## src/sv/rcd_pkg.sv

```systemverilog
// Package for the chunk header decoder: status codes, field widths, command/status structs.
// No dependencies.
`timescale 1ns / 1ps
package rcd_pkg;
    localparam int WIN_BYTES = 18;
    localparam logic [23:0] TS_ESCAPE = 24'hFFFFFF;
    localparam logic [7:0] CSID_MASK = 8'h3F;
    localparam logic [16:0] CSID_BASE = 17'd64;

    typedef enum logic [1:0] {
        ST_OK       = 2'd0,
        ST_BAD_ID   = 2'd1,
        ST_NO_PRIOR = 2'd2,
        ST_BAD_TYPE = 2'd3
    } status_t;

    typedef enum logic [1:0] {
        CFG_MIN_ID   = 2'd0,
        CFG_ID_LIMIT = 2'd1,
        CFG_TYPE_LIM = 2'd2
    } cfg_idx_t;

    typedef struct packed {
        logic load;     // capture input window, decode basic header
        logic search;   // step table search one entry
        logic finish;   // build result and write table
    } ctrl_cmd_t;

    typedef struct packed {
        logic early_err;   // basic header / id error known after load
        logic search_done;
    } dp_status_t;
endpackage

```

## src/sv/rcd_ctrl.sv

```systemverilog
// Controller FSM for the chunk header decoder.
// Depends on rcd_pkg.
`timescale 1ns / 1ps
module rcd_ctrl (
    input  logic               clk,
    input  logic               rst_n,
    input  logic               in_valid,
    output logic               in_ready,
    output logic               out_valid,
    input  logic               out_ready,
    output rcd_pkg::ctrl_cmd_t cmd,
    input  rcd_pkg::dp_status_t stat
);
    import rcd_pkg::*;

    typedef enum logic [3:0] {
        S_IDLE   = 4'b0001,
        S_SEARCH = 4'b0010,
        S_FINISH = 4'b0100,
        S_OUT    = 4'b1000
    } state_t;

    state_t state_reg, state_next;

    always_ff @(posedge clk or negedge rst_n)
    begin
        if (!rst_n)
            state_reg <= S_IDLE;
        else
            state_reg <= state_next;
    end

    always_comb
    begin
        state_next = state_reg;
        cmd = '0;
        in_ready = 1'b0;
        out_valid = 1'b0;
        case (state_reg)
            S_IDLE:
            begin
                in_ready = 1'b1;
                if (in_valid)
                begin
                    cmd.load = 1'b1;
                    state_next = S_SEARCH;
                end
            end
            S_SEARCH:
            begin
                if (stat.early_err || stat.search_done)
                    state_next = S_FINISH;
                else
                    cmd.search = 1'b1;
            end
            S_FINISH:
            begin
                cmd.finish = 1'b1;
                state_next = S_OUT;
            end
            S_OUT:
            begin
                out_valid = 1'b1;
                if (out_ready)
                    state_next = S_IDLE;
            end
            default: state_next = S_IDLE;
        endcase
    end
endmodule

```

## config.mk

```make
export PLATFORM = sky130hd
export DESIGN_NAME = rcd_ctrl
export DESIGN_NICKNAME = d
export VERILOG_FILES = /design/src/sv/rcd_pkg.sv /design/src/sv/rcd_ctrl.sv
export SDC_FILE = /design/constraint.sdc
export NUM_CORES = 1
export LEC_CHECK = 0
export BUFFER_PORTS_ARGS = -buffer_cell sky130_fd_sc_hd__buf_4
export CAP_MARGIN = 20
export CORE_AREA = 2 2 39 41
export DETAILED_ROUTE_END_ITERATION = 10
export DIE_AREA = 0 0 41 43
export HOLD_SLACK_MARGIN = 0.15
export PLACE_DENSITY = 0.47
export SYNTH_ARGS = -nofsm -noshare
export SYNTH_HDL_FRONTEND = slang
export SYNTH_SLANG_ARGS = --single-unit
export TNS_END_PERCENT = 20
```

## constraint.sdc

```tcl
create_clock -name clk -period 1.6 [get_ports clk]
set_input_delay 0.32 -clock clk [delete_from_list [all_inputs] [get_ports clk]]
set_output_delay 0.32 -clock clk [all_outputs]
set_load 0.03 [all_outputs]
```

# Word level (Yosys, flattened, before mapping)
# Cells that the tools add are included.
# classes
n_eq_ne	7
n_mux	11
n_reduce_logical	2
# op_table
op	count
$pmux 4 s4	1
$mux 4	3
$mux 1	7
$ne 2x2->1 const B	3
$eq 4x1->1 const B	1
$eq 4x2->1 const B	1
$eq 4x3->1 const B	1
$eq 4x4->1 const B	1
$reduce_and 3->1	1
$logic_or 1x1->1	1
# word_totals
register_bits	4
in_bits	6
output_inout_bits	5

# Logic depth before layout (Yosys ltp)
# Gate-level depths: netlist (run 1).
# depth
ltp_word	3
depth_mapped	3
depth_no_buf	3

# Least setup slack after synthesis (run 1)
# No wires, ideal clock.
# synth_timing
path_kind	register -> output
start	register state_reg[0]
end	output port in_ready
t_arrival_ns	1.582
t_required_ns	1.280
slack_ns	-0.302
stages_incl_launch_ff	2
path_buffers	0
cell_sequence	dfstp_2 nor4b_1
# synth_between
elab_chain_len	2
# synth_lines
element	line_no	rtl
start, declared	rcd_ctrl.sv:23	state_t state_reg, state_next;
start signal, assigned	rcd_ctrl.sv:30	state_reg <= state_next;
$eq 4x1->1	rcd_ctrl.sv:39	case (state_reg)
$mux 1	rcd_ctrl.sv:39	
end, declared	rcd_ctrl.sv:8	output logic in_ready,
# No other way between the ends.

==> results of run 1 <==
## synth_stat cells
| library cell | number |
|---|---|
| dfrtp_1 | 3 |
| nor2_1 | 3 |
| nand2_1 | 2 |
| nand2b_1 | 2 |
| nor3_1 | 2 |
| nor4b_1 | 2 |
| a21boi_1 | 1 |
| buf_4 | 1 |
| dfstp_2 | 1 |
| nand3b_1 | 1 |
| nor2b_1 | 1 |
| nor3b_1 | 1 |
| nor4b_2 | 1 |
| o21a_1 | 1 |
| o31a_1 | 1 |
## layer usage
layer | GRT usage, % | vias up | part of all wire [%]
met5 | 0 | - | 0
met4 | 2.000 | 0 | 0
met3 | 6.283 | 0 | 14
met2 | 8.438 | 14 | 36
met1 | 9.477 | 93 | 49
li1 | - | 113 | -
## final cells by class
| class | count | area (sq um) |
|---|---|---|
| flip-flops and latches | 4 | 105.1 |
| well taps | 16 | 20.02 |
| clock buffers | 4 | 26.28 |
| repair buffers | 12 | 92.59 |
| multi-input cells | 18 | 138.9 |
| fillers | 156 | 1001 |
## power by group
group | internal, uW | total [uW] | switching, uW
Combinational | 129 | 257 | 129
Sequential | 145 | 202 | 57.0
Clock | 93.7 | 136 | 42.4
## worst min path at each step
stage,endpoint,cells after the start,startpoint,slack (ps)
5_1_grt,state_reg[1],4,stat[1],380
6_report,state_reg[1],4,stat[1],360
2_1_floorplan,state_reg[1],0,rst_n,20
3_3_place_gp,state_reg[2],1,rst_n,120
3_5_place_dp,state_reg[2],1,rst_n,120
4_1_cts,state_reg[1],4,stat[1],360
## critical path, delay by kind of cell (launching register included)
family / cells / cell delay, ps
DFF: 1 / 400
buffers and inverters: 1 / 190
and+or+nand+nor: 3 / 430
## stage by stage
stage               hold WS (ps)  cells  setup TNS, ps  worst slack, ps  area [sq um]
CTS                        355.4     53         -4.099           -4.099         372.9
floorplan                  24.41     23         -114.5           -74.15         234.0
finish                     358.8     54              0            29.63         382.9
detailed placement         118.5     48              0            168.2         321.6
global route               377.6     54         -134.6           -55.34         382.9
global placement           117.9     48              0            198.2         321.6
## logic make-up after synthesis
kind of cell	count (synthesis)	synth area share (%)
and+or+nand+nor	15	41.76
buffers and inverters	1	3.298
DFF	4	44.51
AOI/OAI and AO/OA	3	10.44
## what timing repair did
| item | 4_1_cts | 5_1_grt |
|---|---|---|
| hold endpoints to repair | 4 | 0 |
| setup buffers | 0 | 1 |
| gates resized for setup | 4 | 2 |
| endpoints found under the setup margin | 3 | 4 |
| hold buffers | 1 | 0 |
| pin swaps | 0 | 1 |
==> results.py, run 1 <==
metrics = {
    "status": {
        "status": "finished, final reports clean",
    },
    "timing": {
        "finClkSkew_ps": 1.432,
        "rsz0062_at_grt": "true",
        "period_share_pct": 98.15,
        "period_minus_slack_ps": 1570,
        "setup_violations": 0,
        "slew_headroom_pct": 81.87,
        "hold_viol": 0,
        "drv_slew": 0,
        "tightest_slew_ps": 271.3,
        "timing.fmax_mhz": 636.8,
    },
    "synthesis": {
        "yosysUniqueCellTypes": 15,
        "yosysSeqAreaShare_pct": 44.51,
        "synth.area.top_cells": "dfrtp_1 33%, dfstp_2 12%, nor4b_1 7.7%",
        "yosys_warnings": 0,
        "syn-num-nets": 29,
        "synth_area_sq_um": 227.7,
        "synth_top_area_share_pct": 32.97,
        "synth_area_per_cell_sq_um": 9.901,
        "netlist_instances": 23,
        "yosysTopAreaCell": "dfrtp_1",
        "yosys_register_bits": 4,
    },
    "drt": {
        "detail-route-antenna-nets": 0,
        "drt_wl_total_um": 520,
        "drtIter0Drc": 2,
        "drt_pre_antenna_iters": 4,
        "num_vias": 220,
        "vias_per_cell": 4.074,
        "route.detailed.drc": 0,
        "wl_per_cell_um": 9.630,
    },
    "setup_path": {
        "crit_chain": "nor2b_2 -> nand2_1 -> nor3_1 -> buf_4",
        "r2r-start": "state_reg[0]",
        "cp_max_fo": 6,
        "crit_end": "cmd[1]",
        "reg2reg_to": "state_reg[0]",
        "start_kind": "register",
        "cpMaxStageDelayCell": "dfrtp_2",
        "r2r_slack_ps": 250,
        "cp_data_required_time_ps": 1280,
        "end_kind": "output pin",
        "worstSetupPathType": "reg -> out",
        "max_stage_delay_ps": 400,
        "crit_start": "state_reg[1]",
        "r2r_cells": 4,
        "worstPathArrival_ps": 1250,
    },
    "finish": {
        "layout_common_cells": "11 x buf_4, 3 x nor4b_2, 3 x nor2_1, 3 x clkbuf_4, 3 x dfrtp_2",
        "area_growth_pct": 68.13,
        "postLayoutCoreUtil_pct": 27.67,
        "finalNetCount": 45,
        "layout_commonest_cell": "buf_4",
        "drive_gt1_share_pct": 60.53,
        "largest_reg_flops": 4,
        "antenna_cells": 0,
    },
    "clock_tree": {
        "cts_buffers": 3,
        "cts_tree": "yes",
        "htreeDepth": 1,
        "clkSinkCount": 4,
        "clock_path_buffers": 2,
        "clock_latency_ps": 230,
        "root_buffer": "clkbuf_4",
        "path_clk_slew_ps": 40,
    },
    "worst_hold_path": {
        "hp-class": "in -> reg",
    },
    "global_route": {
        "overflow": 0,
        "grt_max_degree": 8,
        "grt_pass1_wl_um": 807,
        "grt_pass1_vias": 213,
        "antenna_found_initial": 0,
        "track_usage_pct": 7.164,
    },
    "floorplan": {
        "io_pins": 11,
        "die_w_um": 41,
        "num_rows": 14,
        "die-area_sq_mm": 0.001763,
        "start_util_pct": 16.46,
        "coreArea_sq_mm": 0.001384,
        "dieHeight_um": 43,
    },
    "job": {
        "drv_cap": 0,
    },
    "power_and_ir_drop": {
        "ir_drop_v": 0.0005645,
        "power_density_mw_per_mm2": 1555,
        "power_uw": 595.5,
        "p_leak_uw": 0.0001640,
    },
    "placement": {
        "gp_congestion": 0.6011,
        "port_buffers": 10,
        "hpwlAfterDp_um": 398.9,
    },
}
Power figures use the tool's default switching activity.
==> inputs of run 2 (changes only) <==
SETUP_SLACK_MARGIN = 0.15   (was default)
==> results.py, run 2 (synthesis results as in run 1) <==
metrics = {
    "timing": {
        "setup_violations": 0,
        "period_minus_slack_ps": 1546,
        "slew_headroom_pct": 82.92,
        "timing.fmax_mhz": 647.0,
        "drv_slew": 0,
        "setup_slack_ps": 54.46,
        "tightest_slew_ps": 255.2,
        "finClkSkew_ps": 10.45,
        "rsz0062_at_grt": "true",
        "period_share_pct": 96.60,
        "hold_viol": 0,
    },
    "global_route": {
        "antenna_found_initial": 0,
        "grt_pass1_wl_um": 772,
        "grt_max_degree": 8,
        "grt_pass1_vias": 218,
        "overflow": 0,
        "track_usage_pct": 6.768,
    },
    "drt": {
        "wl_met1_um": 235,
        "drtIter0Drc": 7,
        "vias_per_cell": 4.179,
        "met3_length_um": 55,
        "drt_wl_total_um": 543,
        "detail-route-antenna-nets": 0,
        "highest_layer": "met3",
        "wl_per_cell_um": 9.696,
        "drt_pre_antenna_iters": 4,
        "wl_met2_um": 252,
        "num_vias": 234,
        "route.detailed.drc": 0,
    },
    "setup_path": {
        "cpMaxStageDelayCell": "dfrtp_2",
        "end_kind": "output pin",
        "crit_family": "flip-flops",
        "worstSetupPathType": "reg -> out",
        "max_stage_delay_ps": 440,
        "path_buf_inv": 1,
        "r2r_slack_ps": 260,
        "crit_chain": "nor2b_4 -> nand2_2 -> nor3_2 -> buf_4",
        "cp_data_required_time_ps": 1280,
        "worstPathArrival_ps": 1230,
        "start_kind": "register",
        "cp_max_fo": 6,
    },
    "finish": {
        "layout_common_cells": "11 x buf_4, 3 x nor2_1, 3 x clkbuf_4, 3 x dfrtp_2",
        "drive_gt1_share_pct": 67.50,
        "instances_no_fill": 56,
        "layout_commonest_cell": "buf_4",
        "final_cell_area_sq_um": 435.4,
        "finalNetCount": 47,
        "area_growth_pct": 91.21,
        "largest_reg_flops": 4,
        "regArea_sq_um": 105.1,
        "fill_cells": 140,
        "multi_input_area_sq_um": 168.9,
        "antenna_cells": 0,
    },
    "floorplan": {
        "die_w_um": 41,
        "start_util_pct": 16.46,
        "io_pins": 11,
        "dieHeight_um": 43,
        "coreArea_sq_mm": 0.001384,
        "die-area_sq_mm": 0.001763,
        "num_rows": 14,
    },
    "power_and_ir_drop": {
        "power.share.clock_pct": 20.5,
        "power_density_mw_per_mm2": 1539,
        "power_frac_comb_pct": 47.9,
        "ir_drop_v": 0.0006269,
        "internal-power_uw": 405.1,
        "p_leak_uw": 0.0001800,
        "power_uw": 670.1,
        "p_sw_uw": 265.0,
        "switching_share_pct": 39.54,
        "p_seq_share_pct": 31.6,
    },
    "clock_tree": {
        "cts_tree": "yes",
        "clkSinkCount": 4,
        "clock_latency_ps": 240,
        "htreeDepth": 1,
        "cts_buffers": 3,
        "root_buffer": "clkbuf_4",
        "path_clk_slew_ps": 40,
        "clock_path_buffers": 2,
    },
    "status": {
        "status": "finished, final reports clean",
    },
    "placement": {
        "dp_slack_ps": 228.2,
        "port_buffers": 10,
        "placedInstanceArea_sq_um": 326.6,
        "hpwlAfterDp_um": 362.1,
        "gp_congestion": 0.5967,
        "placed_cells_incl_taps": 48,
    },
    "worst_hold_path": {
        "hp-class": "in -> reg",
    },
    "job": {
        "drv_cap": 0,
    },
}
run 2: changes by cell type in the layout (fill, tap and decap cells not counted), sizes merged:
cell,previous run,this run
buf,11,13
run 2: per-stage QoR:
| step | TNS [ps] | hold slack [ps] | util (%) |
|---|---|---|---|
| after global placement | 0 | 117.3 | 23.60 |
| after global routing | -73.43 | 331.9 | 31.46 |
| after CTS | 0 | 331.8 | 27.49 |
| after detailed placement | 0 | 118.5 | 23.60 |
| after floorplan | -40.31 | 24.41 | - |
| final | 0 | 341.3 | 31.46 |
run 2: repair_timing:
action | in CTS | in global routing
hold endpoints to repair | 4 | 0
buffers inserted | 1 | 2
endpoints found under the setup margin | 5 | 5
pin swaps | 0 | 1
resized for setup | 3 | 9
hold buffers | 1 | 0
run 2: power by group through the flow:
stage	combinational (uW)	clock, uW	sequential [uW]
6_report	321	137	212
5_1_grt	340	159	222
4_1_cts	267	147	191
3_5_place_dp	237	0	191
3_3_place_gp	240	0	192
2_1_floorplan	169	0	182
run 2: worst register-to-register path, stage by stage, from the launching register on:
cell and delay [ps]:
dfstp_2 580, nand3b_1 120, buf_4 160, nor3b_1 130, o31a_1 280
run 2: final cells by class:
| type | count | area share [%] |
|---|---|---|
| Clock buffer | 4 | 6.034 |
| Multi-Input combinational cell | 18 | 38.79 |
| Sequential cell | 4 | 24.14 |
| Tap cell | 16 | 4.598 |
| Timing Repair Buffer | 14 | 26.44 |
run 2: worst paths after layout:
kind	cells past startpoint	startpoint	endpoint
worst max-delay path	4	state_reg[1]	cmd[1]
worst min-delay path	3	stat[1]	state_reg[2]
worst max register to register	4	state_reg[0]	state_reg[0]
worst min register to register	1	state_reg[3]	state_reg[0]
max in group asynchronous	2	rst_n	state_reg[0]
min in group asynchronous	2	rst_n	state_reg[2]
run 2: metal layers:
layer  up-vias  GRT usage, %
met5         -             0
met4         0         6.000
met3         0         3.141
met2        11         8.438
met1       108         8.197
li1        115             -
==> inputs of run 3 (changes only) <==
REMOVE_ABC_BUFFERS = 1   (was default)
==> results.py, run 3 (synthesis results as in run 1) <==
metrics = {
    "floorplan": {
        "start_util_pct": 16.46,
        "die-area_sq_mm": 0.001763,
        "die_w_um": 41,
        "dieHeight_um": 43,
        "num_rows": 14,
        "coreArea_sq_mm": 0.001384,
        "io_pins": 11,
    },
    "global_route": {
        "grt_util_met3_pct": 3.141,
        "overflow": 0,
        "grt_busiest_layer": "met2",
        "grt_pass1_wl_mm": 1.069,
        "antenna_found_initial": 0,
        "met1_usage_pct": 10.46,
        "track_usage_pct": 9.990,
        "grt_pass1_vias": 241,
        "grt_use_met2_pct": 14.37,
        "grt_max_degree": 8,
    },
    "setup_path": {
        "cpMaxStageDelayCell": "dfrtp_2",
        "cp_max_fo": 7,
        "end_kind": "output pin",
        "crit_family": "flip-flops",
        "start_kind": "register",
        "max_stage_delay_ps": 440,
        "crit_chain": "buf_6 -> nor4b_4 -> buf_6",
        "cp_common_cell": "buf_6",
        "worstSetupPathType": "reg -> out",
        "path_buf_inv": 2,
        "worstPathArrival_ps": 1290,
        "cp_data_required_time_ps": 1280,
    },
    "power_and_ir_drop": {
        "power_frac_comb_pct": 54.8,
        "power_density_mw_per_mm2": 1546,
        "ir_drop_v": 0.0004710,
        "p_sw_uw": 291.6,
        "p_leak_uw": 0.0002267,
        "internal-power_uw": 483.9,
        "p_seq_share_pct": 27.3,
        "switching_share_pct": 37.60,
        "power.share.clock_pct": 17.9,
    },
    "timing": {
        "period_share_pct": 100.8,
        "period_minus_slack_ps": 1613,
        "tightest_slew_ps": 246.0,
        "setup_slack_ps": -13.06,
        "finClkSkew_ps": 11.05,
        "setup_violations": 1,
        "whs_ps": 339.4,
        "timing.fmax_mhz": 619.9,
        "slew_headroom_pct": 83.53,
        "hold_viol": 0,
        "drv_slew": 0,
        "rsz0062_at_grt": "true",
    },
    "finish": {
        "antenna_cells": 0,
        "largest_reg_flops": 4,
        "final_cell_area_sq_um": 501.7,
        "drive_gt1_share_pct": 70.21,
        "layout_common_cells": "16 x buf_4, 4 x buf_6",
        "layout_commonest_cell": "buf_4",
        "finalNetCount": 54,
        "area_growth_pct": 120.3,
    },
    "clock_tree": {
        "path_clk_slew_ps": 40,
        "clock_path_buffers": 2,
        "htreeDepth": 1,
        "root_buffer": "clkbuf_4",
        "clock_latency_ps": 240,
        "cts_tree": "yes",
        "clkSinkCount": 4,
        "cts_buffers": 3,
    },
    "job": {
        "drv_cap": 0,
    },
    "placement": {
        "port_buffers": 10,
        "placedInstanceArea_sq_um": 315.3,
        "hpwlAfterDp_um": 376.8,
        "gp_congestion": 0.5858,
    },
    "drt": {
        "drt_wl_total_um": 681,
        "num_vias": 266,
        "detail-route-antenna-nets": 0,
        "vias_per_cell": 4.222,
        "route.detailed.drc": 0,
        "wl_per_cell_um": 10.81,
        "drt_pre_antenna_iters": 4,
        "drtIter0Drc": 5,
    },
    "status": {
        "status": "finished with violations",
        "violations": "setup timing",
    },
    "worst_hold_path": {
        "hp-class": "in -> reg",
    },
}
-- run 3: through the flow --
stage               TNS, ps  utilization, %  setup WS (ps)  power [uW]  instances
floorplan            -866.6               -         -301.9       337.0         22
global placement          0           22.78          213.4       415.3         48
detailed placement        0           22.78          219.4       419.1         48
CTS                       0           31.10          23.14       682.3         58
global route         -183.1           36.26         -66.88       831.4         63
finish               -13.06           36.26         -13.06       775.6         63
-- run 3: metal layers --
metal | routed length, um | share of wire, % | vias to the layer above
met3 | 63 | 9.3 | 0
met1 | 255 | 37 | 123
met4 | 0 | 0 | 0
met2 | 362 | 53 | 12
met5 | 0 | 0 | -
li1 | - | - | 131
-- run 3: power groups by stage --
stage | registers (uW) | logic [uW] | clock network (uW)
floorplan | 179 | 158 | 0
global placement | 186 | 229 | 0
detailed placement | 189 | 230 | 0
CTS | 209 | 326 | 148
global route | 222 | 458 | 152
finish | 212 | 425 | 139
-- run 3: final timing paths --
kind,start,endpoint,slack (ps),depth (start not counted)
max reg2reg,state_reg[2],state_reg[0],220,6
max,state_reg[2],out_valid,-10,3
min in group asynchronous,rst_n,state_reg[2],410,2
min,stat[1],state_reg[2],340,3
max in group asynchronous,rst_n,state_reg[0],980,2
min reg2reg,state_reg[2],state_reg[1],640,2
-- run 3: cell type report --
class | instances | area, sq um
fillers | 143 | 882.1
well taps | 16 | 20.02
clock buffers | 4 | 26.28
repair buffers | 21 | 175.2
multi-input cells | 18 | 175.2
flip-flops and latches | 4 | 105.1
-- run 3: what timing repair did --
action,CTS,global route
hold buffers,1,0
setup endpoints to repair,5,5
gates resized for setup,10,6
setup buffers,5,5
pin swaps,2,1
endpoints found under the hold margin,4,0
-- run 3: tightest hold or removal path, stage by stage --
cell	delay (ps)
buf_4	90
nor2_1	40
nor2_1	90
