File: src/sv/rcd_pkg.sv
// Package for the chunk header decoder: status codes, field widths, command/status structs.
// No dependencies.
`timescale 1ns / 1ps
package rcd_pkg;
    localparam int WIN_BYTES = 18;
    localparam logic [23:0] TS_ESCAPE = 24'hFFFFFF;
    localparam logic [7:0] CSID_MASK = 8'h3F;
    localparam logic [16:0] CSID_BASE = 17'd64;

    typedef enum logic [1:0] {
        ST_OK       = 2'd0,
        ST_BAD_ID   = 2'd1,
        ST_NO_PRIOR = 2'd2,
        ST_BAD_TYPE = 2'd3
    } status_t;

    typedef enum logic [1:0] {
        CFG_MIN_ID   = 2'd0,
        CFG_ID_LIMIT = 2'd1,
        CFG_TYPE_LIM = 2'd2
    } cfg_idx_t;

    typedef struct packed {
        logic load;     // capture input window, decode basic header
        logic search;   // step table search one entry
        logic finish;   // build result and write table
    } ctrl_cmd_t;

    typedef struct packed {
        logic early_err;   // basic header / id error known after load
        logic search_done;
    } dp_status_t;
endpackage

File: src/sv/rcd_datapath.sv
// Datapath: window decode, per-stream table with serial key search, result register.
// Depends on rcd_pkg.
`timescale 1ns / 1ps
module rcd_datapath #(
    parameter int TABLE_DEPTH = 16
) (
    input  logic                clk,
    input  logic                rst_n,
    input  rcd_pkg::ctrl_cmd_t  cmd,
    output rcd_pkg::dp_status_t stat,
    input  logic [63:0]         head_bytes,
    input  logic [63:0]         mid_bytes,
    input  logic [15:0]         tail_bytes,
    input  logic [4:0]          avail_len,
    input  logic [16:0]         min_stream_id,
    input  logic [16:0]         stream_id_limit,
    input  logic [8:0]          type_id_limit,
    output logic [1:0]          status,
    output logic [4:0]          header_len,
    output logic [1:0]          chunk_fmt,
    output logic [16:0]         chunk_stream,
    output logic [31:0]         abs_timestamp,
    output logic [23:0]         msg_length,
    output logic [7:0]          msg_type,
    output logic [31:0]         msg_stream,
    output logic                table_full
);
    import rcd_pkg::*;

    localparam int IW = (TABLE_DEPTH > 1) ? $clog2(TABLE_DEPTH) : 1;
    localparam int CW = $clog2(TABLE_DEPTH + 1);

    logic [7:0] win_reg [WIN_BYTES];
    logic [4:0] avail_reg;
    logic [4:0] pos_reg;
    logic [1:0] fmt_reg;
    logic [16:0] cid_reg;
    logic        err_reg;

    logic [16:0] key_reg [TABLE_DEPTH];
    logic [31:0] ets_reg [TABLE_DEPTH];
    logic [23:0] elen_reg [TABLE_DEPTH];
    logic [7:0]  etyp_reg [TABLE_DEPTH];
    logic [31:0] estr_reg [TABLE_DEPTH];

    logic [CW-1:0] scan_reg;
    logic          hit_reg, free_ok_reg;
    logic [IW-1:0] hit_idx_reg, free_idx_reg;

    // basic header decode from input
    logic [7:0]  b0, b1, b2;
    logic [4:0]  av;
    logic [1:0]  fmt_d;
    logic [16:0] cid_d;
    logic [4:0]  pos_d;
    logic        err_d;

    always_comb
    begin
        b0 = head_bytes[63:56];
        b1 = head_bytes[55:48];
        b2 = head_bytes[47:40];
        av = (avail_len > 5'(WIN_BYTES)) ? 5'(WIN_BYTES) : avail_len;
        fmt_d = b0[7:6];
        err_d = 1'b0;
        case (b0 & CSID_MASK)
            8'd0:
            begin
                cid_d = CSID_BASE + {9'd0, b1};
                pos_d = 5'd2;
                if (av < 5'd2) err_d = 1'b1;
            end
            8'd1:
            begin
                cid_d = CSID_BASE + {9'd0, b1} + {1'b0, b2, 8'd0};
                pos_d = 5'd3;
                if (av < 5'd3) err_d = 1'b1;
            end
            default:
            begin
                cid_d = {11'd0, b0[5:0]};
                pos_d = 5'd1;
            end
        endcase
        if (av == 5'd0) err_d = 1'b1;
        if (cid_d < min_stream_id || cid_d >= stream_id_limit) err_d = 1'b1;
    end

    always_ff @(posedge clk)
    begin
        if (cmd.load)
        begin
            for (int i = 0; i < 8; i++)
            begin
                win_reg[i]     <= head_bytes[63-8*i -: 8];
                win_reg[8 + i] <= mid_bytes[63-8*i -: 8];
            end
            win_reg[16] <= tail_bytes[15:8];
            win_reg[17] <= tail_bytes[7:0];
            avail_reg <= av;
            pos_reg <= pos_d;
            fmt_reg <= fmt_d;
            cid_reg <= cid_d;
        end
    end

    always_ff @(posedge clk or negedge rst_n)
    begin
        if (!rst_n)
        begin
            err_reg <= 1'b0;
            scan_reg <= '0;
            hit_reg <= 1'b0;
            free_ok_reg <= 1'b0;
            hit_idx_reg <= '0;
            free_idx_reg <= '0;
        end
        else if (cmd.load)
        begin
            err_reg <= err_d;
            scan_reg <= '0;
            hit_reg <= 1'b0;
            free_ok_reg <= 1'b0;
        end
        else if (cmd.search)
        begin
            // one entry a cycle; first match / first free wins
            if (!hit_reg && key_reg[scan_reg[IW-1:0]] == cid_reg)
            begin
                hit_reg <= 1'b1;
                hit_idx_reg <= scan_reg[IW-1:0];
            end
            if (!free_ok_reg && key_reg[scan_reg[IW-1:0]] == 17'd0)
            begin
                free_ok_reg <= 1'b1;
                free_idx_reg <= scan_reg[IW-1:0];
            end
            scan_reg <= scan_reg + 1'b1;
        end
    end

    assign stat.early_err = err_reg;
    assign stat.search_done = hit_reg || (scan_reg == CW'(TABLE_DEPTH));

    // message header decode from stored window
    function automatic logic [7:0] wb(input logic [7:0] w [WIN_BYTES], input logic [5:0] p);
        logic [5:0] q;
        q = (p >= 6'(WIN_BYTES)) ? p - 6'(WIN_BYTES) : p;
        return w[q[4:0]];
    endfunction

    logic [31:0] p_ts, p_str, ts, mstr, ts4;
    logic [23:0] p_len, len, ts3;
    logic [7:0]  p_typ, typ;
    logic [5:0]  pos;
    logic [1:0]  st;
    logic        store;

    always_comb
    begin
        p_ts = hit_reg ? ets_reg[hit_idx_reg] : '0;
        p_len = hit_reg ? elen_reg[hit_idx_reg] : '0;
        p_typ = hit_reg ? etyp_reg[hit_idx_reg] : '0;
        p_str = hit_reg ? estr_reg[hit_idx_reg] : '0;
        pos = {1'b0, pos_reg};
        ts3 = '0; len = '0; typ = '0; mstr = '0;
        if (fmt_reg <= 2'd2)
        begin
            ts3 = {wb(win_reg, pos), wb(win_reg, pos + 6'd1), wb(win_reg, pos + 6'd2)};
            pos = pos + 6'd3;
        end
        if (fmt_reg <= 2'd1)
        begin
            len = {wb(win_reg, pos), wb(win_reg, pos + 6'd1), wb(win_reg, pos + 6'd2)};
            typ = wb(win_reg, pos + 6'd3);
            pos = pos + 6'd4;
        end
        if (fmt_reg == 2'd0)
        begin
            mstr = {wb(win_reg, pos + 6'd3), wb(win_reg, pos + 6'd2),
                    wb(win_reg, pos + 6'd1), wb(win_reg, pos)};
            pos = pos + 6'd4;
        end
        if (mstr == '0) mstr = p_str;
        if (len == '0) len = p_len;
        if (typ == '0) typ = p_typ;
        ts = {8'd0, ts3};
        ts4 = {wb(win_reg, pos), wb(win_reg, pos + 6'd1),
               wb(win_reg, pos + 6'd2), wb(win_reg, pos + 6'd3)};
        if (ts3 == TS_ESCAPE)
        begin
            if (pos + 6'd4 <= {1'b0, avail_reg})
            begin
                ts = ts4;
                pos = pos + 6'd4;
            end
        end
        else if (fmt_reg == 2'd3)
        begin
            if (pos + 6'd4 <= {1'b0, avail_reg} && p_ts != '0 && ts4 == p_ts)
                pos = pos + 6'd4;
        end
        if (fmt_reg != 2'd0)
            ts = ts + p_ts;
        store = 1'b0;
        if (err_reg)
            st = ST_BAD_ID;
        else if (!hit_reg && fmt_reg != 2'd0)
            st = ST_NO_PRIOR;
        else if ({1'b0, typ} >= type_id_limit)
            st = ST_BAD_TYPE;
        else
        begin
            st = ST_OK;
            store = hit_reg || free_ok_reg;
        end
    end

    logic [IW-1:0] wr_idx;
    assign wr_idx = hit_reg ? hit_idx_reg : free_idx_reg;

    always_ff @(posedge clk or negedge rst_n)
    begin
        if (!rst_n)
        begin
            for (int i = 0; i < TABLE_DEPTH; i++)
                key_reg[i] <= '0;
        end
        else if (cmd.finish && store)
            key_reg[wr_idx] <= cid_reg;
    end

    always_ff @(posedge clk)
    begin
        if (cmd.finish && store)
        begin
            ets_reg[wr_idx] <= ts;
            elen_reg[wr_idx] <= len;
            etyp_reg[wr_idx] <= typ;
            estr_reg[wr_idx] <= mstr;
        end
    end

    always_ff @(posedge clk)
    begin
        if (cmd.finish)
        begin
            status <= st;
            if (st == ST_OK)
            begin
                header_len <= pos[4:0];
                chunk_fmt <= fmt_reg;
                chunk_stream <= cid_reg;
                abs_timestamp <= ts;
                msg_length <= len;
                msg_type <= typ;
                msg_stream <= mstr;
                table_full <= !store;
            end
            else
            begin
                header_len <= '0;
                chunk_fmt <= '0;
                chunk_stream <= '0;
                abs_timestamp <= '0;
                msg_length <= '0;
                msg_type <= '0;
                msg_stream <= '0;
                table_full <= 1'b0;
            end
        end
    end
endmodule

File: config.mk
export PLATFORM = sky130hd
export DESIGN_NAME = rcd_datapath
export DESIGN_NICKNAME = d
export VERILOG_FILES = /design/src/sv/rcd_pkg.sv /design/src/sv/rcd_datapath.sv
export SDC_FILE = /design/constraint.sdc
export NUM_CORES = 2
export LEC_CHECK = 0
export ABC_CLOCK_PERIOD_IN_PS = 26900
export BUFFER_PORTS_ARGS = -buffer_cell sky130_fd_sc_hd__buf_2
export CAP_MARGIN = 25
export CORE_ASPECT_RATIO = 1.1
export CORE_MARGIN = 5
export CORE_UTILIZATION = 25
export DETAILED_ROUTE_END_ITERATION = 12
export PLACE_DENSITY = 0.48
export SLEW_MARGIN = 20
export SYNTH_ARGS = -nofsm -noshare
export SYNTH_HDL_FRONTEND = slang
export SYNTH_SLANG_ARGS = --single-unit
File: constraint.sdc
create_clock -name clk -period 26.9 [get_ports clk]
set_input_delay 5.38 -clock clk [delete_from_list [all_inputs] [get_ports clk]]
set_output_delay 5.38 -clock clk [all_outputs]
set_load 0.02 [all_outputs]
Word-level counts from Yosys, hierarchy flattened

Memories as Yosys holds them, arrays and structs flattened.
Cells that the tools add are included.

Flip-flop bits (word level): 584
Memory bits (writable): 1,536
Input bits: 197
Output and inout bits: 125
Word-level logic and storage cells: 299
Memories kept: 4

Add/sub/neg operators: 34
Magnitude comparators: 42
Eq/ne operators: 6
Mux-type cells: 112
Bitwise gates (word level): 18
Reduce and logical (&&, ||, !) cells: 30

Memory list:

| memory   | words | bits a word | rd ports | clocked after memory_dff | write ports | line               | source |
|---|---|---|---|---|---|---|---|
| estr_reg | 16    | 32          | 1        | 0                        | 1           | rcd_datapath.sv:44 | `logic [31:0] estr_reg [TABLE_DEPTH];` |
| ets_reg  | 16    | 32          | 1        | 0                        | 1           | rcd_datapath.sv:41 | `logic [31:0] ets_reg [TABLE_DEPTH];` |
| elen_reg | 16    | 24          | 1        | 0                        | 1           | rcd_datapath.sv:42 | `logic [23:0] elen_reg [TABLE_DEPTH];` |
| etyp_reg | 16    | 8           | 1        | 0                        | 1           | rcd_datapath.sv:43 | `logic [7:0] etyp_reg [TABLE_DEPTH];` |

Operators with widths:

| operator                                             | number |
|---|---|
| binary-select mux 8 bit (select 5 bit)               | 15 |
| bitwise mux 272 bit                                  | 1 |
| two-way mux 8 bit                                    | 33 |
| two-way mux 32 bit                                   | 7 |
| two-way mux 5 bit                                    | 22 |
| two-way mux 24 bit                                   | 4 |
| >= comparator 6 bit (second input constant)          | 15 |
| inverter 5 -> 6 bit                                  | 15 |
| >= comparator 6 x 5 -> 1 bit (second input constant) | 14 |
| subtractor 5 bit (second input constant)             | 15 |
| binary-select mux 17 bit (select 4 bit)              | 1 |
| demux 17 bit (select 4 bit)                          | 1 |
| two-way mux 17 bit                                   | 3 |
| adder 6 x 2 -> 6 bit (second input constant)         | 6 |
| one-hot mux 17 bit (2 select lines)                  | 1 |
| adder 32 bit                                         | 1 |
| equality test 32 bit                                 | 1 |
| logical NOT 32 bit                                   | 1 |
| nonzero test 32 bit                                  | 1 |
| equality test 24 bit (second input constant)         | 1 |
| logical NOT 24 bit                                   | 1 |
| adder 6 x 1 -> 6 bit (second input constant)         | 3 |
| adder 6 x 3 -> 6 bit (second input constant)         | 3 |
| two-way mux 6 bit                                    | 3 |
| other kinds (36)                                     | 74 |

Depth between registers and ports, before layout

Word-level depth: 19
Gate-level depth with buffers: 43
Depth with buffers taken out: 33

Worst setup path before layout

OpenSTA, ideal clock, no wires.

Path kind: register to register
Start point: reg pos_reg[1]
End point: mem elen_reg[15][0] (enable)
Setup time: 552 ps
Data arrival time: 13,193 ps
Required time: 26,348 ps
Path slack: 13,155 ps
Stages on the path, launching flop included: 38
Buffers on the path: 12
Period minus slack after synthesis: 13,745 ps
Cells stage by stage: edfxtp_1 buf_2 buf_1 clkbuf_1 inv_1 ha_1 a21boi_1 nor2_1 buf_2 inv_4 buf_2 buf_1 clkbuf_1 ha_1 buf_1 clkbuf_1 clkbuf_1 clkbuf_1 [2 not listed] nand2_1 o211ai_1 nand4_1 nor2_1 nand3_1 o21ai_0 ha_1 a21o_1 a21o_1 a21o_1 a21o_1 a21o_1 a21o_1 a21oi_1 nor2_1 nor3_1 nand4_1 nor2_1

Word-level cells in the longest chain between the ends: 19
Elaborated cells between the ends (all ways): 20
Those cells by class: 3 x add/sub; 2 x order compare; 12 x mux; 1 x bitwise; 2 x reduce/logical

RTL lines:

| what                                                                    | line                | source |
|---|---|---|
| start: declaration                                                      | rcd_datapath.sv:35  | `logic [4:0] pos_reg;` |
| start signal: assignment                                                | rcd_datapath.sv:101 | `pos_reg <= pos_d;` |
| adder 5 x 2 -> 6 bit                                                    | rcd_datapath.sv:170 | `pos = pos + 6'd3;` |
| two-way mux 6 bit (*)                                                   | rcd_datapath.sv:167 | `if (fmt_reg <= 2'd2)` |
| adder 6 x 2 -> 6 bit (*)                                                | rcd_datapath.sv:175 | `typ = wb(win_reg, pos + 6'd3);` |
| subtractor 5 bit / >= comparator 6 x 5 -> 1 bit (equally long branches) | rcd_datapath.sv:148 | `q = (p >= 6'(WIN_BYTES)) ? p - 6'(WIN_BYTES) : p;` |
| two-way mux 5 bit (*)                                                   | rcd_datapath.sv:148 |  |
| inverter 5 -> 6 bit (not written as such) (*)                           | rcd_datapath.sv:149 | `return w[q[4:0]];` |
| binary-select mux 8 bit (select 5 bit) (*)                              | rcd_datapath.sv:149 |  |
| two-way mux 8 bit (not written as such) (*) (2 in a row)                | rcd_datapath.sv:149 |  |
| [3 not listed]                                                          | -                   |  |
| named net typ[1]                                                        | rcd_datapath.sv:154 | `logic [7:0] p_typ, typ;` |
| >= comparator 8 x 9 -> 1 bit (*)                                        | rcd_datapath.sv:210 | `else if ({1'b0, typ} >= type_id_limit)` |
| two-way mux 1 bit (*)                                                   | rcd_datapath.sv:210 |  |
| two-way mux 1 bit (*)                                                   | rcd_datapath.sv:208 | `else if (!hit_reg && fmt_reg != 2'd0)` |
| two-way mux 1 bit (*)                                                   | rcd_datapath.sv:206 | `if (err_reg)` |
| logical AND 1 bit (*)                                                   | rcd_datapath.sv:235 | `if (cmd.finish && store)` |
| two-way mux 1 bit (*)                                                   | rcd_datapath.sv:235 |  |
| two-way mux 1 bit (not written as such) (*)                             | rcd_datapath.sv:238 | `elen_reg[wr_idx] <= len;` |
| end: declaration                                                        | rcd_datapath.sv:42  |  |

The timed path passes the listed nets; every way through them passes the cells marked *. The select of a mux whose other input is x is not followed.

Worst setup path in the final report

Start point: reg win_reg[143] in the netlist's numbering
End point: mem elen_reg[15][4] (enable)

Word-level cells in the longest chain between the ends: 13

RTL lines:

| what                                                 | line                | source |
|---|---|---|
| start: declaration                                   | rcd_datapath.sv:33  | `logic [7:0] win_reg [WIN_BYTES];` |
| start signal: indexed assignment                     | rcd_datapath.sv:95  | `win_reg[i] <= head_bytes[63-8*i -: 8];` |
| start signal: indexed assignment                     | rcd_datapath.sv:96  | `win_reg[8 + i] <= mid_bytes[63-8*i -: 8];` |
| binary-select mux 8 bit (select 5 bit)               | rcd_datapath.sv:149 |  |
| two-way mux 8 bit (not written as such) (2 in a row) | rcd_datapath.sv:149 |  |
| two-way mux 8 bit                                    | rcd_datapath.sv:172 | `if (fmt_reg <= 2'd1)` |
| logical NOT 8 bit                                    | rcd_datapath.sv:186 | `if (typ == '0) typ = p_typ;` |
| two-way mux 8 bit                                    | rcd_datapath.sv:186 |  |
| named net typ[1]                                     | rcd_datapath.sv:154 |  |
| >= comparator 8 x 9 -> 1 bit                         | rcd_datapath.sv:210 |  |
| two-way mux 1 bit                                    | rcd_datapath.sv:210 |  |
| two-way mux 1 bit                                    | rcd_datapath.sv:208 |  |
| two-way mux 1 bit                                    | rcd_datapath.sv:206 |  |
| logical AND 1 bit                                    | rcd_datapath.sv:235 |  |
| two-way mux 1 bit                                    | rcd_datapath.sv:235 |  |
| two-way mux 1 bit (not written as such)              | rcd_datapath.sv:238 |  |

The timed path passes the listed nets, and every way through them passes these cells. The select of a mux whose other input is x is not followed.

==> flow_summary.yaml <==
synth:
  netlist_instances: 6193
  yosys_warnings: 0
  synth_flop_cell: "edfxtp_1"
  syn_avg_cell_area_um2: 16.0
  ys_async_sr_fraction_pct: 13.6
  syn_nets: 6497
  synth.yosys.seq_area_share_pct: 62.6
  post-synth-top-area-cell: "edfxtp_1"
  syn_area_um2: 99200
  synth-seq-cells: 2115
  synth_edf_count: 1827
  synthTopCellsByArea: "edfxtp_1 (55%), mux4_2 (13%), dfrtp_1 (7.3%)"
  ys_top_cells_by_count: "edfxtp_1 (1827), mux4_2 (586), mux2_2 (346), nand2_1 (331), mux2i_1 (294)"
  yosysTopAreaCellShare_pct: 55.3
  synthDistinctLibCells: 117
  synth.most_common_cell: "edfxtp_1"
route:
  vias: 63200
  drc: 0
  dr.pass1.iters: 7
  vias_per_cell: 5.23
  drtIter0Drc: 6778
  antenna_left: 0
  wl_per_cell_um: 32.9
  routed_wl_mm: 398
sta:
  worst_slew_pin_slew_ns: 1.23
  final_max_slew_viol_count: 0
  slew-limit-headroom_pct: 17.6
  setup_viol_count_final: 0
  fmax_mhz: 81.2
  period_share_pct: 45.8
  rsz0062_at_grt: "no"
  finClkSkew_ns: 0.0936
  setup_ws_ns: 14.59
  holdWs_ns: 0.499
  hold_violations: 0
  post-route-min-period_ns: 12.31
  tns_ns: 0
worst_setup_path:
  cp_max_fo: 48
  critPathMostFrequentCell: "buf_4"
  crit_path_top_delay_cell: "nor2_4"
  slowest_delay_ns: 0.82
  worstPathArrival_ns: 12.81
  cp.required_ns: 27.40
  reg2reg_depth: 30
  cp-start-kind: "flop"
  crit_type: "flop to flop"
  end_kind: "flop"
finish:
  instances_no_fill: 12100
  syn_to_final_growth_pct: 16.5
  nFillCells: 39400
  fin_area_um2: 116000
  final_util_pct: 29.2
  layout-drive-gt1-share_pct: 29.5
  layout.nets: 6913
grt:
  grt_overflow: 0
  grt_pass1_vias: 62800
  grt_pass1_wl_mm: 539
  track_usage_pct: 18.7
  grt_max_degree: 139
  antenna_found_initial: 61
clock_tree:
  cts-resized-gates: 0
  worstSkewPairLatency_ns: 0.96
  hold_buffers: 0
  h-tree-depth: 4
  cts_tree: "built"
  numCtsBuffers: 228
  clockBufferDepth: 4
  post_cts_buffers: 0
  numClockSinks: 2115
  clkTransAtPathRegs_ns: 0.06
  cts_root_buf: "clkbuf_16"
die:
  die_x_um: 610
  core.rowCount: 242
  initial_utilization_pct: 25.1
  die-area_um2: 409000
  core_area_um2: 395000
  ioPinCount: 322
  die_h_um: 671
pwr:
  swShare_pct: 29.4
  p_leak_nw: 40.9
  p_switching_mw: 2.47
  clockPowerShare_pct: 37.9
  power_mw: 8.42
  power_frac_comb_pct: 17.4
  p_seq_share_pct: 44.6
  p_int_mw: 5.95
  pwr_density_cell_nw_per_um2: 72.9
  peakVddDrop_mv: 0.0588
status:
  run_status: "completed"
min_path:
  hold_depth: 1
  hold_path_class: "flop to flop"
placement:
  gp_congestion: 1.02
  place_ws_ns: 14.66
  dp.cells: 11600
  place.port_buffers: 321
  placed_area_um2: 108000
  dp_hpwl_mm: 275
job:
  max_cap_viol_count: 0
==> critical path: cells and delay by family (launching register included) <==
family	cells	cell delay, ns
flops	1	0.74
fa+ha+maj	2	0.89
compound gates	10	2.55
simple gates	8	2.64
mux	2	0.65
buf+inv	8	4.14
==> power groups by stage <==
stage / combinational, mW / sequential (mW) / clock (mW)
3_3_place_gp: 1.41 / 3.82 / 0
2_1_floorplan: 0.744 / 3.79 / 0
4_1_cts: 1.42 / 3.76 / 3.29
5_1_grt: 1.51 / 3.76 / 3.41
6_report: 1.47 / 3.76 / 3.20
3_5_place_dp: 1.42 / 3.82 / 0
==> area by class of cell <==
cell class | instances | area, µm² | area share, %
Sequential cell | 2115 | 62100 | 53.7
Timing Repair Buffer | 602 | 3880 | 3.36
Clock inverter | 147 | 1410 | 1.22
Antenna cell | 29 | 72.6 | 0.0628
Clock buffer | 279 | 6120 | 5.30
Tap cell | 5246 | 6560 | 5.68
Multi-Input combinational cell | 3530 | 34900 | 30.2
Inverter | 132 | 557 | 0.482
==> cell usage in the layout, fill, tap and decap left out, drive strengths merged, types with 180 or more instances in the layout <==
cell type and count:
a21oi 183, o21ai 180, dfrtp 288, nor2 208, clkbuf 283, mux2 347, mux4 589, nand2 331
edfxtp 1827, buf 598, mux2i 295
==> final timing paths <==
path | to | startpoint | slack [ns]
max | elen_reg[15][4] | win_reg[143] | 14.59
min | key_reg[79] | key_reg[79] | 0.50
max reg2reg | elen_reg[15][4] | win_reg[143] | 14.59
min reg2reg | key_reg[79] | key_reg[79] | 0.50
max in group asynchronous | hit_idx_reg[3] | rst_n | 20.93
min in group asynchronous | key_reg[223] | rst_n | 4.39
==> cells by family after synthesis <==
| logic type | after synthesis | synth area share, % |
|---|---|---|
| flip-flops | 2115 | 62.6 |
| AND/OR/NAND/NOR | 1142 | 5.72 |
| XOR/XNOR | 78 | 0.736 |
| adder cells (fa/ha/maj) | 107 | 1.36 |
| AO/OA/AOI/OAI | 972 | 6.84 |
| buffers and inverters | 548 | 2.43 |
| multiplexers | 1231 | 20.3 |
==> per-layer routing <==
| layer | GRT usage, % | share of wire, % | vias to the layer above |
|---|---|---|---|
| met5 | 0 | 0.019 | - |
| met4 | 7.43 | 4.6 | 10 |
| met3 | 3.79 | 7.0 | 696 |
| met2 | 30.5 | 47 | 2828 |
| met1 | 24.5 | 41 | 33800 |
| li1 | - | - | 25800 |
(Power assumes the default switching activity.)
